--- config.mk ---
export PLATFORM = sky130hd
export DESIGN_NAME = bounded_deque_with_search
export DESIGN_NICKNAME = d
export VERILOG_FILES = /design/src/sv/bdq_pkg.sv /design/src/sv/bdq_ram.sv /design/src/sv/bdq_front.sv /design/src/sv/bdq_back.sv /design/src/sv/bounded_deque_with_search.sv
export SDC_FILE = /design/constraint.sdc
export NUM_CORES = 1
export LEC_CHECK = 0
export ABC_AREA = 1
export BUFFER_PORTS_ARGS = -buffer_cell sky130_fd_sc_hd__buf_2
export CAP_MARGIN = 5
export CORE_MARGIN = 4
export CORE_UTILIZATION = 30
export DETAILED_ROUTE_END_ITERATION = 16
export PLACE_DENSITY_LB_ADDON = 0.15
export SLEW_MARGIN = 25
export SYNTH_ARGS = -nofsm -noshare
export SYNTH_HDL_FRONTEND = slang
export SYNTH_SLANG_ARGS = --single-unit
--- constraint.sdc ---
create_clock -name clk -period 5.26 [get_ports clk]
set_input_delay 0.263 -clock clk [delete_from_list [all_inputs] [get_ports clk]]
set_output_delay 0.263 -clock clk [all_outputs]
set_load 0.005 [all_outputs]
--- src/sv/bdq_pkg.sv ---
`timescale 1ns / 1ps
// shared types, constants and ring index helpers for the bounded deque
// no dependencies

package bdq_pkg;

  // ring store geometry
  localparam int DEPTH = 16;
  localparam int PTR_W = $clog2(DEPTH);
  localparam int CNT_W = $clog2(DEPTH + 1);

  // fixed result field widths
  localparam int POS_FIELD_W = 4;
  localparam int CNT_FIELD_W = 5;
  localparam int VALUE_W     = 32;

  // command queue between front and back
  localparam int CQ_DEPTH = 2;
  localparam int CQ_AW    = $clog2(CQ_DEPTH);
  localparam int CQ_CW    = $clog2(CQ_DEPTH + 1);

  // operation codes on the input channel
  localparam logic [2:0] OP_PUSH_FRONT = 3'd0;
  localparam logic [2:0] OP_PUSH_BACK  = 3'd1;
  localparam logic [2:0] OP_POP_FRONT  = 3'd2;
  localparam logic [2:0] OP_POP_BACK   = 3'd3;
  localparam logic [2:0] OP_SEARCH     = 3'd4;
  localparam logic [2:0] OP_CLEAR      = 3'd5;

  typedef enum logic [1:0] {
    STAT_OK    = 2'd0,
    STAT_FULL  = 2'd1,
    STAT_EMPTY = 2'd2,
    STAT_MISS  = 2'd3
  } status_t;

  typedef enum logic [2:0] {
    K_PUSH_F,
    K_PUSH_B,
    K_POP_F,
    K_POP_B,
    K_SEARCH,
    K_CLEAR,
    K_NOP
  } kind_t;

  typedef struct packed {
    logic [2:0]                op;
    logic signed [VALUE_W-1:0] value;
  } in_t;

  typedef struct packed {
    status_t                   status;
    logic signed [VALUE_W-1:0] removed_value;
    logic [POS_FIELD_W-1:0]    found_position;
    logic [CNT_FIELD_W-1:0]    entry_count;
    logic                      is_empty;
  } out_t;

  typedef struct packed {
    kind_t              kind;
    logic [VALUE_W-1:0] value;
  } cmd_t;

  typedef struct packed {
    logic valid;
    cmd_t cmd;
  } cmd_ch_t;

  // (ptr + off) mod DEPTH, off below DEPTH
  function automatic logic [PTR_W-1:0] ring_add(input logic [PTR_W-1:0] ptr,
                                                input logic [CNT_W-1:0] off);
    logic [CNT_W:0] sum;
    sum = (CNT_W + 1)'(ptr) + (CNT_W + 1)'(off);
    if (sum >= (CNT_W + 1)'(DEPTH)) begin
      sum = sum - (CNT_W + 1)'(DEPTH);
    end
    return sum[PTR_W-1:0];
  endfunction

  // (ptr - 1) mod DEPTH
  function automatic logic [PTR_W-1:0] ring_dec(input logic [PTR_W-1:0] ptr);
    logic [PTR_W-1:0] res;
    if (ptr == '0) begin
      res = PTR_W'(DEPTH - 1);
    end else begin
      res = ptr - PTR_W'(1);
    end
    return res;
  endfunction

  // masked to the result field widths
  function automatic logic [POS_FIELD_W-1:0] pos_field(input logic [PTR_W-1:0] idx);
    logic [PTR_W+POS_FIELD_W-1:0] w;
    w = (PTR_W + POS_FIELD_W)'(idx);
    return w[POS_FIELD_W-1:0];
  endfunction

  function automatic logic [CNT_FIELD_W-1:0] cnt_field(input logic [CNT_W-1:0] cnt);
    logic [CNT_W+CNT_FIELD_W-1:0] w;
    w = (CNT_W + CNT_FIELD_W)'(cnt);
    return w[CNT_FIELD_W-1:0];
  endfunction

endpackage

--- src/sv/bdq_ram.sv ---
`timescale 1ns / 1ps
// generic single write port, single read port ram with registered read
// no dependencies

module bdq_ram #(
  parameter int WIDTH = 32,
  parameter int DEPTH = 16
) (
  input  logic                     clk,
  input  logic                     wr_en,
  input  logic [$clog2(DEPTH)-1:0] wr_addr,
  input  logic [WIDTH-1:0]         wr_data,
  input  logic                     rd_en,
  input  logic [$clog2(DEPTH)-1:0] rd_addr,
  output logic [WIDTH-1:0]         rd_data
);

  logic [WIDTH-1:0] mem [DEPTH];

  always_ff @(posedge clk) begin
    if (wr_en) begin
      mem[wr_addr] <= wr_data;
    end
    if (rd_en) begin
      rd_data <= mem[rd_addr];
    end
  end

endmodule

--- src/sv/bdq_front.sv ---
`timescale 1ns / 1ps
// front end: accepts input transfers, decodes the op and queues commands
// depends on bdq_pkg

module bdq_front (
  input  logic             clk,
  input  logic             rst_n,
  input  logic             in_valid,
  output logic             in_stall,
  input  bdq_pkg::in_t     in_data,
  output bdq_pkg::cmd_ch_t cmd_ch,
  input  logic             cmd_take
);
  import bdq_pkg::*;

  cmd_t             q_r [CQ_DEPTH];
  logic [CQ_AW-1:0] wr_ptr_r, wr_ptr_nxt;
  logic [CQ_AW-1:0] rd_ptr_r, rd_ptr_nxt;
  logic [CQ_CW-1:0] fill_r, fill_nxt;
  cmd_t             dec_cmd;
  logic             push, pop;

  // decode
  always_comb begin
    dec_cmd.value = in_data.value;
    unique case (in_data.op)
      OP_PUSH_FRONT: dec_cmd.kind = K_PUSH_F;
      OP_PUSH_BACK:  dec_cmd.kind = K_PUSH_B;
      OP_POP_FRONT:  dec_cmd.kind = K_POP_F;
      OP_POP_BACK:   dec_cmd.kind = K_POP_B;
      OP_SEARCH:     dec_cmd.kind = K_SEARCH;
      OP_CLEAR:      dec_cmd.kind = K_CLEAR;
      default:       dec_cmd.kind = K_NOP;
    endcase
  end

  assign in_stall = (fill_r == CQ_CW'(CQ_DEPTH));
  assign push     = in_valid && !in_stall;
  assign pop      = cmd_take && cmd_ch.valid;

  assign cmd_ch.valid = (fill_r != '0);
  assign cmd_ch.cmd   = q_r[rd_ptr_r];

  always_comb begin
    wr_ptr_nxt = push ? wr_ptr_r + CQ_AW'(1) : wr_ptr_r;
    rd_ptr_nxt = pop ? rd_ptr_r + CQ_AW'(1) : rd_ptr_r;
    fill_nxt   = fill_r + CQ_CW'(push) - CQ_CW'(pop);
  end

  always_ff @(posedge clk) begin
    if (!rst_n) begin
      wr_ptr_r <= '0;
      rd_ptr_r <= '0;
      fill_r   <= '0;
    end else begin
      wr_ptr_r <= wr_ptr_nxt;
      rd_ptr_r <= rd_ptr_nxt;
      fill_r   <= fill_nxt;
    end
  end

  always_ff @(posedge clk) begin
    if (push) begin
      q_r[wr_ptr_r] <= dec_cmd;
    end
  end

endmodule

--- src/sv/bdq_back.sv ---
`timescale 1ns / 1ps
// back end: ring pointers, slot ram, search walk and result register
// depends on bdq_pkg and bdq_ram

module bdq_back (
  input  logic             clk,
  input  logic             rst_n,
  input  bdq_pkg::cmd_ch_t cmd_ch,
  output logic             cmd_take,
  output logic             out_valid,
  input  logic             out_stall,
  output bdq_pkg::out_t    out_data
);
  import bdq_pkg::*;

  typedef enum logic [2:0] {
    S_IDLE = 3'b001,
    S_READ = 3'b010,
    S_SCAN = 3'b100
  } bstate_t;

  bstate_t            state_r, state_nxt;
  logic [PTR_W-1:0]   fp_r, fp_nxt;
  logic [CNT_W-1:0]   cnt_r, cnt_nxt;
  logic [PTR_W-1:0]   idx_r, idx_nxt;
  cmd_t               cur_r, cur_nxt;
  logic               out_valid_r, out_valid_nxt;
  out_t               out_data_r, out_data_nxt;

  logic               wr_en, rd_en;
  logic [PTR_W-1:0]   wr_addr, rd_addr;
  logic [VALUE_W-1:0] wr_data, rd_data;

  logic               out_free, load_out;
  status_t            res_status;
  logic [VALUE_W-1:0] res_removed;
  logic [PTR_W-1:0]   res_pos;

  assign out_free = !out_valid_r || !out_stall;

  always_comb begin
    state_nxt   = state_r;
    fp_nxt      = fp_r;
    cnt_nxt     = cnt_r;
    idx_nxt     = idx_r;
    cur_nxt     = cur_r;
    cmd_take    = 1'b0;
    wr_en       = 1'b0;
    wr_addr     = fp_r;
    wr_data     = cmd_ch.cmd.value;
    rd_en       = 1'b0;
    rd_addr     = fp_r;
    load_out    = 1'b0;
    res_status  = STAT_OK;
    res_removed = '0;
    res_pos     = '0;

    unique case (state_r)
      S_IDLE: begin
        if (cmd_ch.valid && out_free) begin
          cmd_take = 1'b1;
          cur_nxt  = cmd_ch.cmd;
          unique case (cmd_ch.cmd.kind)
            K_PUSH_F: begin
              load_out = 1'b1;
              if (cnt_r == CNT_W'(DEPTH)) begin
                res_status = STAT_FULL;
              end else begin
                wr_en   = 1'b1;
                wr_addr = ring_dec(fp_r);
                fp_nxt  = ring_dec(fp_r);
                cnt_nxt = cnt_r + CNT_W'(1);
              end
            end
            K_PUSH_B: begin
              load_out = 1'b1;
              if (cnt_r == CNT_W'(DEPTH)) begin
                res_status = STAT_FULL;
              end else begin
                wr_en   = 1'b1;
                wr_addr = ring_add(fp_r, cnt_r);
                cnt_nxt = cnt_r + CNT_W'(1);
              end
            end
            K_POP_F, K_POP_B: begin
              if (cnt_r == '0) begin
                load_out   = 1'b1;
                res_status = STAT_EMPTY;
              end else begin
                rd_en     = 1'b1;
                rd_addr   = (cmd_ch.cmd.kind == K_POP_F) ? fp_r
                                                         : ring_add(fp_r, cnt_r - CNT_W'(1));
                state_nxt = S_READ;
              end
            end
            K_SEARCH: begin
              if (cnt_r == '0) begin
                load_out   = 1'b1;
                res_status = STAT_EMPTY;
              end else begin
                rd_en     = 1'b1;
                rd_addr   = fp_r;
                idx_nxt   = '0;
                state_nxt = S_SCAN;
              end
            end
            K_CLEAR: begin
              load_out = 1'b1;
              cnt_nxt  = '0;
            end
            default: begin
              load_out = 1'b1;
            end
          endcase
        end
      end
      S_READ: begin
        if (out_free) begin
          load_out    = 1'b1;
          res_removed = rd_data;
          cnt_nxt     = cnt_r - CNT_W'(1);
          if (cur_r.kind == K_POP_F) begin
            fp_nxt = ring_add(fp_r, CNT_W'(1));
          end
          state_nxt = S_IDLE;
        end
      end
      S_SCAN: begin
        if (out_free) begin
          if (rd_data == cur_r.value) begin
            load_out  = 1'b1;
            res_pos   = idx_r;
            state_nxt = S_IDLE;
          end else if (CNT_W'(idx_r) == cnt_r - CNT_W'(1)) begin
            load_out   = 1'b1;
            res_status = STAT_MISS;
            state_nxt  = S_IDLE;
          end else begin
            rd_en   = 1'b1;
            rd_addr = ring_add(fp_r, CNT_W'(idx_r) + CNT_W'(1));
            idx_nxt = idx_r + PTR_W'(1);
          end
        end
      end
      default: begin
        state_nxt = S_IDLE;
      end
    endcase
  end

  always_comb begin
    out_valid_nxt               = load_out || (out_valid_r && out_stall);
    out_data_nxt                = out_data_r;
    if (load_out) begin
      out_data_nxt.status         = res_status;
      out_data_nxt.removed_value  = res_removed;
      out_data_nxt.found_position = pos_field(res_pos);
      out_data_nxt.entry_count    = cnt_field(cnt_nxt);
      out_data_nxt.is_empty       = (cnt_nxt == '0);
    end
  end

  always_ff @(posedge clk) begin
    if (!rst_n) begin
      state_r     <= S_IDLE;
      fp_r        <= '0;
      cnt_r       <= '0;
      idx_r       <= '0;
      out_valid_r <= 1'b0;
    end else begin
      state_r     <= state_nxt;
      fp_r        <= fp_nxt;
      cnt_r       <= cnt_nxt;
      idx_r       <= idx_nxt;
      out_valid_r <= out_valid_nxt;
    end
  end

  always_ff @(posedge clk) begin
    cur_r      <= cur_nxt;
    out_data_r <= out_data_nxt;
  end

  assign out_valid = out_valid_r;
  assign out_data  = out_data_r;

  bdq_ram #(
    .WIDTH (VALUE_W),
    .DEPTH (DEPTH)
  ) u_slots (
    .clk     (clk),
    .wr_en   (wr_en),
    .wr_addr (wr_addr),
    .wr_data (wr_data),
    .rd_en   (rd_en),
    .rd_addr (rd_addr),
    .rd_data (rd_data)
  );

  // never more entries than slots
  a_cnt_bound: assert property (@(posedge clk) disable iff (!rst_n)
    cnt_r <= CNT_W'(DEPTH))
    else $error("entry count above depth");

  // a pending result is never overwritten
  a_no_overwrite: assert property (@(posedge clk) disable iff (!rst_n)
    (out_valid_r && out_stall) |-> !load_out)
    else $error("result register overwritten while stalled");

  // the walk never passes the live entries
  a_scan_in_range: assert property (@(posedge clk) disable iff (!rst_n)
    (state_r == S_SCAN) |-> (CNT_W'(idx_r) < cnt_r))
    else $error("search index past entry count");

  // slot writes only come from pushes in the idle state
  a_write_idle: assert property (@(posedge clk) disable iff (!rst_n)
    wr_en |-> (state_r == S_IDLE && !rd_en))
    else $error("slot write outside idle");

  // after a command is taken the state is one of the three legal one-hot states
  a_take_idle: assert property (@(posedge clk) disable iff (!rst_n)
    cmd_take |=> (state_r == S_IDLE || state_r == S_READ || state_r == S_SCAN) &&
                 $onehot(state_r))
    else $error("bad state after command take");

endmodule

--- src/sv/bounded_deque_with_search.sv ---
`timescale 1ns / 1ps
// Bounded double-ended queue of signed 32-bit values held in a ring of
// bdq_pkg::DEPTH slots, with push and pop at both ends, a search for the
// first match from the front, and clear. Every input transfer gives exactly
// one result transfer, in order. A decoding front end feeds a two-entry
// command queue; the back end owns the ring pointers, the slot ram (one
// write and one registered read port) and the result register. Pushes,
// clear and refused or empty cases load their result as the command is
// taken, pops wait for the ram read, and a search compares entries from
// the front, up to the entry count, as the walk reads one slot per cycle
// through the single read port while the result register is free. The
// back end works on one command at a time; the front keeps taking transfers
// while the queue has room. The slot store needs no clearing after reset.
// depends on bdq_pkg, bdq_front, bdq_back

module bounded_deque_with_search (
  input  logic          clk,
  input  logic          rst_n,
  // input channel
  input  logic          in_valid,
  output logic          in_stall,
  input  bdq_pkg::in_t  in_data,
  // result channel
  output logic          out_valid,
  input  logic          out_stall,
  output bdq_pkg::out_t out_data
);
  import bdq_pkg::*;

  // decoded commands from the front end to the back end
  cmd_ch_t cmd_ch;
  // back end takes the head command
  logic    cmd_take;

  // accept and decode input transfers
  bdq_front u_front (
    .clk      (clk),
    .rst_n    (rst_n),
    .in_valid (in_valid),
    .in_stall (in_stall),
    .in_data  (in_data),
    .cmd_ch   (cmd_ch),
    .cmd_take (cmd_take)
  );

  // execute commands against the ring and register results
  bdq_back u_back (
    .clk       (clk),
    .rst_n     (rst_n),
    .cmd_ch    (cmd_ch),
    .cmd_take  (cmd_take),
    .out_valid (out_valid),
    .out_stall (out_stall),
    .out_data  (out_data)
  );

endmodule
* Word level (Yosys, flattened, before mapping)
Memories as Yosys holds them, arrays and structs flattened. A register that Yosys moved wholly into a read port is not among the register bits.
Cells that the tools add are included.
** Word-level totals
- Flip-flop bits (word level) :: 100
- Bits in latches :: 0
- Bits in writable memories :: 582
- Bits in read-only memories :: 0
- Input port bits :: 39
- Word-level logic and storage cells :: 175
- Memories kept :: 2
** Memory list
- u_back.u_slots.mem :: depth 16, width 32, rd ports 1, clocked after memory_dff 1, wr ports 1, line bdq_ram.sv:18 : logic [WIDTH-1:0] mem [DEPTH];
- u_front.q_r :: depth 2, width 35, rd ports 1, clocked after memory_dff 1, wr ports 1, line bdq_front.sv:16 : cmd_t q_r [CQ_DEPTH];
** Cells by class
- $add $sub $neg :: 17
- Multiply operators :: 0
- Divide/modulo/power cells :: 0
- Order comparisons :: 4
- Equality and inequality tests :: 31
- Shifts and indexed selects :: 0
- Muxes and demuxes :: 80
- Bitwise gates (word level) :: 0
- Reductions and logical operators :: 26
** Operators by type and width (count)
- $mux 4 :: 26
- $eq 32x32->1 :: 1
- $pmux 4 s2 :: 4
- $mux 1 :: 26
- $mux 3 :: 7
- $pmux 5 s2 :: 2
- $sub 4x1->4 const B :: 5
- $add 4x5->6 :: 3
- $eq 3x2->1 const B :: 6
- $ge 6x5->1 const B :: 3
- $pmux 3 s6 :: 1
- $eq 3x3->1 const B :: 5
- $mux 5 :: 3
- $reduce_and 7->1 :: 2
- $add 4x1->5 const B :: 2
- $logic_not 5->1 :: 2
- $mux 2 :: 5
- $ne 2x2->1 const B :: 5
- $eq 3x1->1 const B :: 3
- $ne 3x3->1 const B :: 3
- $pmux 3 s3 :: 1
- $ne 2x1->1 const B :: 4
- $pmux 2 s2 :: 2
- $logic_not 3->1 :: 2
- other kinds (24) :: 35

* Depth between registers and ports, before layout
- Word-level depth :: 9
- Depth in mapped cells :: 22
- Depth with buffers taken out :: 20

* Cells and area by module
A second synthesis with hierarchy kept.
** Unflattened totals
- Cells, all modules :: 2849
- Area, all modules :: 31258.7 um2
** By module, submodules not included
- bdq_ram :: times used 1, cells each 2120, area an instance 23050.9 um2, seq. area each 16335.7 um2
- bdq_back :: times used 1, cells each 579, area an instance 5265.0 um2, seq. area each 2712.6 um2
- bdq_front :: times used 1, cells each 150, area an instance 2942.8 um2, seq. area each 2202.1 um2

* Worst setup path after synthesis
No wires, ideal clock.
- Kind :: register to register
- Start :: reg (tool-made name)
- End :: reg u_back.u_slots.rd_data[0] (read register of u_back.u_slots.mem), enable pin
- Setup time :: 0.466 ns
- Arrival :: 3.491 ns
- Data required time :: 4.794 ns
- Slack :: 1.303 ns
- Cell stages (with the launch flop) :: 10
- Buffers on the path :: 1
- Period minus slack after synthesis :: 3.957 ns
- Cell sequence :: dfxtp_1 -> buf_2 -> nand2_1 -> o21ai_1 -> inv_1 -> nor2_1 -> nand2_1 -> o21ai_0 -> nand2_1 -> o21ai_0
** RTL lines
- to (decl) :: line bdq_ram.sv:15 : output logic [WIDTH-1:0] rd_data

* Final worst setup path
- Start :: reg u_back.cnt_r[0]
- End :: reg u_back.u_slots.rd_data[3] (read register of u_back.u_slots.mem), data pin
** On the way
- Word-level cells in the longest chain between the ends :: 9
** Ends and longest elaborated chain
- from (decl) :: line bdq_back.sv:24 : logic [CNT_W-1:0] cnt_r, cnt_nxt;
- from (signal assigned) :: line bdq_back.sv:173 : cnt_r <= cnt_nxt;
- $sub 5x1->5 :: line bdq_back.sv:92, bdq_back.sv:134
- $add 4x5->6 :: line bdq_pkg.sv:74 : sum = (CNT_W + 1)'(ptr) + (CNT_W + 1)'(off);
- $ge 6x5->1 / $sub 4x1->4 (equally long branches) :: line bdq_pkg.sv:75, bdq_pkg.sv:76
- $mux 4 :: line bdq_pkg.sv:75 : if (sum >= (CNT_W + 1)'(DEPTH)) begin
- $mux 4 :: line bdq_back.sv:91 : rd_addr = (cmd_ch.cmd.kind == K_POP_F) ? fp_r
- $mux 4 :: line bdq_back.sv:86 : if (cnt_r == '0) begin
- $mux 4
- $mux 4 :: line bdq_back.sv:60 : if (cmd_ch.valid && out_free) begin
- $pmux 4 s2 :: line bdq_back.sv:58 : unique case (state_r)
Several ways; a longest one is shown, not always the timed one.
A chain may end at the register's enable or synchronous reset.

==> out/qor.csv <==
metric;value;unit
outcome;finished, final reports clean;
Critical Path Sink;u_back.u_slots.rd_data[3];
endpoint class of the critical path;register;
Syn Nets;2856;
crit path from;u_back.cnt_r[0];
antenna diode count;0;
final setup vio count;0;
initial antenna violation count;0;
most frequent CP cell;nand2_1;
Initial Util;30.4;%
overall routing resource usage;16.6;%
Synth Area per Inst;11.1;sq um
die area;109000;sq um
1st-pass router iterations;5;
Final nets;2968;
number of buffers created by CTS;83;
critical path's slowest cell;clkinv_1;
port bufs;84;
commonest non-fill, non-tap cell in the layout;edfxtp_1;
crit share post-route;84.0;%
number of global-route vias before repair;20600;
P per Cell Area;610;nW/um^2
Register-to-Register Setup Slack;0.84;ns
synthesized cell area;31100;sq um
final hold violations;0;
flops & latches, synth;715;
area delta synth->final;16.8;%
max cap viols;0;
CP arrival;4.80;ns
via density per instance;4.73;
cell depth of the worst flop-to-flop path;18;
post-synthesis cell count;2797;
reg2reg start;u_back.cnt_r[0];
worst path cell trace;inv_1, ha_1, xor2_2, ha_1, nand2_1, nor2_1, a211oi_1, or2_2, nand4_1, nand2_1, o21ai_0, inv_1, nand2_1, o21a_2, clkinv_1, buf_4, nand3_1, nand2_1;
setup_tns;0;ns
critical path type;reg2reg;
clk_skew;0.0229;ns
Required @ worst endpoint;5.64;ns
post-DP HPWL;51700;microns
first-pass GRT wire length;135000;microns
Core Region;102000;sq um
RSZ-0062 raised after global routing;false;
post-CTS setup buffer count;0;
clock root buffer;clkbuf_16;
share of cells above drive strength 1;11.8;%
clock latency on the worst-skew pair;0.64;ns
Stages on worst setup path;18;
Sink Count;715;
post-cts resize count;0;
worst-margin pin slew;1.05;ns
Reg-to-Reg End;u_back.u_slots.rd_data[3];
CTS tree;done;
CP max FO;15;
post-synthesis sequential area ratio;68.3;%
min-delay worst type;in2reg;
Post-synth EDFFs;693;
count of pins over their slew limit;0;
Max Fclk;226;MHz
commonest non-fill, non-tap cells in the layout;edfxtp_1, nand2_1, nand3_1;
Crit path max-delay family;buffers and inverters;
synth warn;0;
total power;22.2;mW
Routed WL;90500;microns
antenna-violating nets left;0;
total congestion overflow;0;
CTS Buffer Depth;3;
routed vias;20600;
Slew headroom;30.1;%
asr flop ratio synth;0;%
minimum clock period;4.42;ns
Clock Pin Slew Worst Setup and Hold Paths;0.06;ns
Most used DFF post-synth;edfxtp_1;
pin count of the biggest net entering global routing;110;
DRT iter0 DRCs;1660;
Yosys cell types;50;
maximum vdd drop;0.553;mV
WL per Instance;20.8;microns
hold buffers post-CTS;36;
Worst Setup Start Kind;register;
H-tree depth;3;
std cell rows;117;
Top Ports;85;
placer congestion estimate;0.831;
Leakage;14.3;nW
Worst path max stage delay;0.78;ns
Die Ht;330;microns
CP bufs+invs;4;
die width;330;microns
DRC Markers;0;
[cells by family after synthesis]
| logic type | share of synthesized area, % |
|---|---|
| and+or+nand+nor | 19.5 |
| DFF | 68.3 |
| buffers and inverters | 7.38 |
| AOI/OAI and AO/OA | 1.69 |
| xor gates and xnor gates | 1.07 |
| muxes | 1.16 |
| adders and majority gates | 0.877 |
[layout make-up]
| class | count | area [sq um] |
|---|---|---|
| fill | 10100 | 66000 |
| sequential | 715 | 21300 |
| multi-input combinational | 1532 | 7770 |
| clock buffer | 100 | 2190 |
| tap | 1368 | 1710 |
| inverter | 404 | 1520 |
| timing repair buffer | 173 | 1390 |
| clock inverter | 53 | 505 |
[worst min path at each step]
stage                                 start                  to  slack, ns  cells past startpoint
final                             out_stall    u_back.out_valid       0.23                      5
after detailed placement        in_data[23]  u_front.q_r[1][23]       0.45                      1
after global routing              out_stall    u_back.out_valid       0.27                      5
after global placement    u_front.fill_r[1]   u_front.fill_r[1]       0.43                      1
after CTS                         out_stall    u_back.out_valid       0.20                      5
after floorplan                  in_data[0]   u_front.q_r[0][0]       0.36                      0
[where the power goes]
group / total [mW] / internal, mW / switching (mW)
clock network: 5.75 / 3.41 / 2.34
logic: 8.56 / 2.33 / 6.24
registers: 7.85 / 7.57 / 0.289
[flip-flops by register name, indices dropped and copies added (netlist names), named ones only]
name / flops
u_back.cur_r: 35
u_back.cnt_r: 5
u_back.state_r: 3
u_front.wr_ptr_r: 1
u_back.idx_r: 4
u_back.u_slots.rd_data: 32
u_front.rd_ptr_r: 1
u_front.q_r: 70
u_back.out_valid: 1
u_back.fp_r: 4
u_back.out_data: 44
u_back.u_slots.mem: 512
u_front.fill_r: 2
[worst reg2reg max path, cell delays in order, from the launching register on]
cell      delay [ns]
dfxtp_1         0.44
inv_1           0.17
ha_1            0.33
xor2_2          0.20
ha_1            0.37
nand2_1         0.07
nor2_1          0.09
a211oi_1        0.07
or2_2           0.31
nand4_1         0.08
nand2_1         0.05
o21ai_0         0.15
inv_1           0.07
nand2_1         0.07
o21a_2          0.13
clkinv_1        0.78
buf_4           0.53
nand3_1         0.18
nand2_1         0.09
[per-layer routing]
metal	GRT usage [%]	vias up	part of all wire, %
met3	2.30	124	4.0
met1	23.3	10300	47
li1	-	9699	-
met4	3.87	0	1.9
met2	27.2	460	47
met5	0	-	0
[stage by stage]
| step | area [sq um] | hold slack (ns) | cells | utilization (%) | setup WS, ns |
|---|---|---|---|---|---|
| 2_1_floorplan | 31100 | 0.362 | 2797 | - | 1.30 |
| 3_3_place_gp | 33200 | 0.434 | 4153 | 32.4 | 0.885 |
| 3_5_place_dp | 33300 | 0.454 | 4155 | 32.5 | 0.948 |
| 4_1_cts | 36300 | 0.200 | 4344 | 35.5 | 0.972 |
| 5_1_grt | 36300 | 0.271 | 4345 | 35.5 | 0.561 |
| 6_report | 36300 | 0.234 | 4345 | 35.5 | 0.842 |
[Yosys cell counts (2+ instances only)]
cell	instances	area, sq um
fa_1	3	60.1
a211oi_1	4	30.0
inv_2	12	45.0
xor2_1	8	70.1
buf_4	14	105
dfxtp_1	22	440
ha_1	17	213
or2_2	2	12.5
nand2_1	600	2250
nand2_4	2	22.5
buf_6	11	124
a21o_1	2	15.0
o22ai_1	3	18.8
nor2_2	4	25.0
o211ai_1	4	30.0
nand2_2	4	25.0
mux2_2	32	360
nand3_1	591	2960
nor3_2	2	20.0
nand3b_1	32	240
a21oi_1	24	120
o21ai_1	6	30.0
nor2_1	100	375
nand4_1	6	37.5
buf_2	77	385
o21ai_0	29	145
xnor2_1	28	245
nor2_4	2	22.5
buf_1	8	30.0
nand3_2	2	20.0
o21ai_2	3	26.3
a31oi_1	2	12.5
clkbuf_1	36	135
nor3_1	5	25.0
o221ai_1	3	26.3
edfxtp_1	693	20800
inv_1	391	1470
No activity file was read; power rests on OpenSTA's default activity.
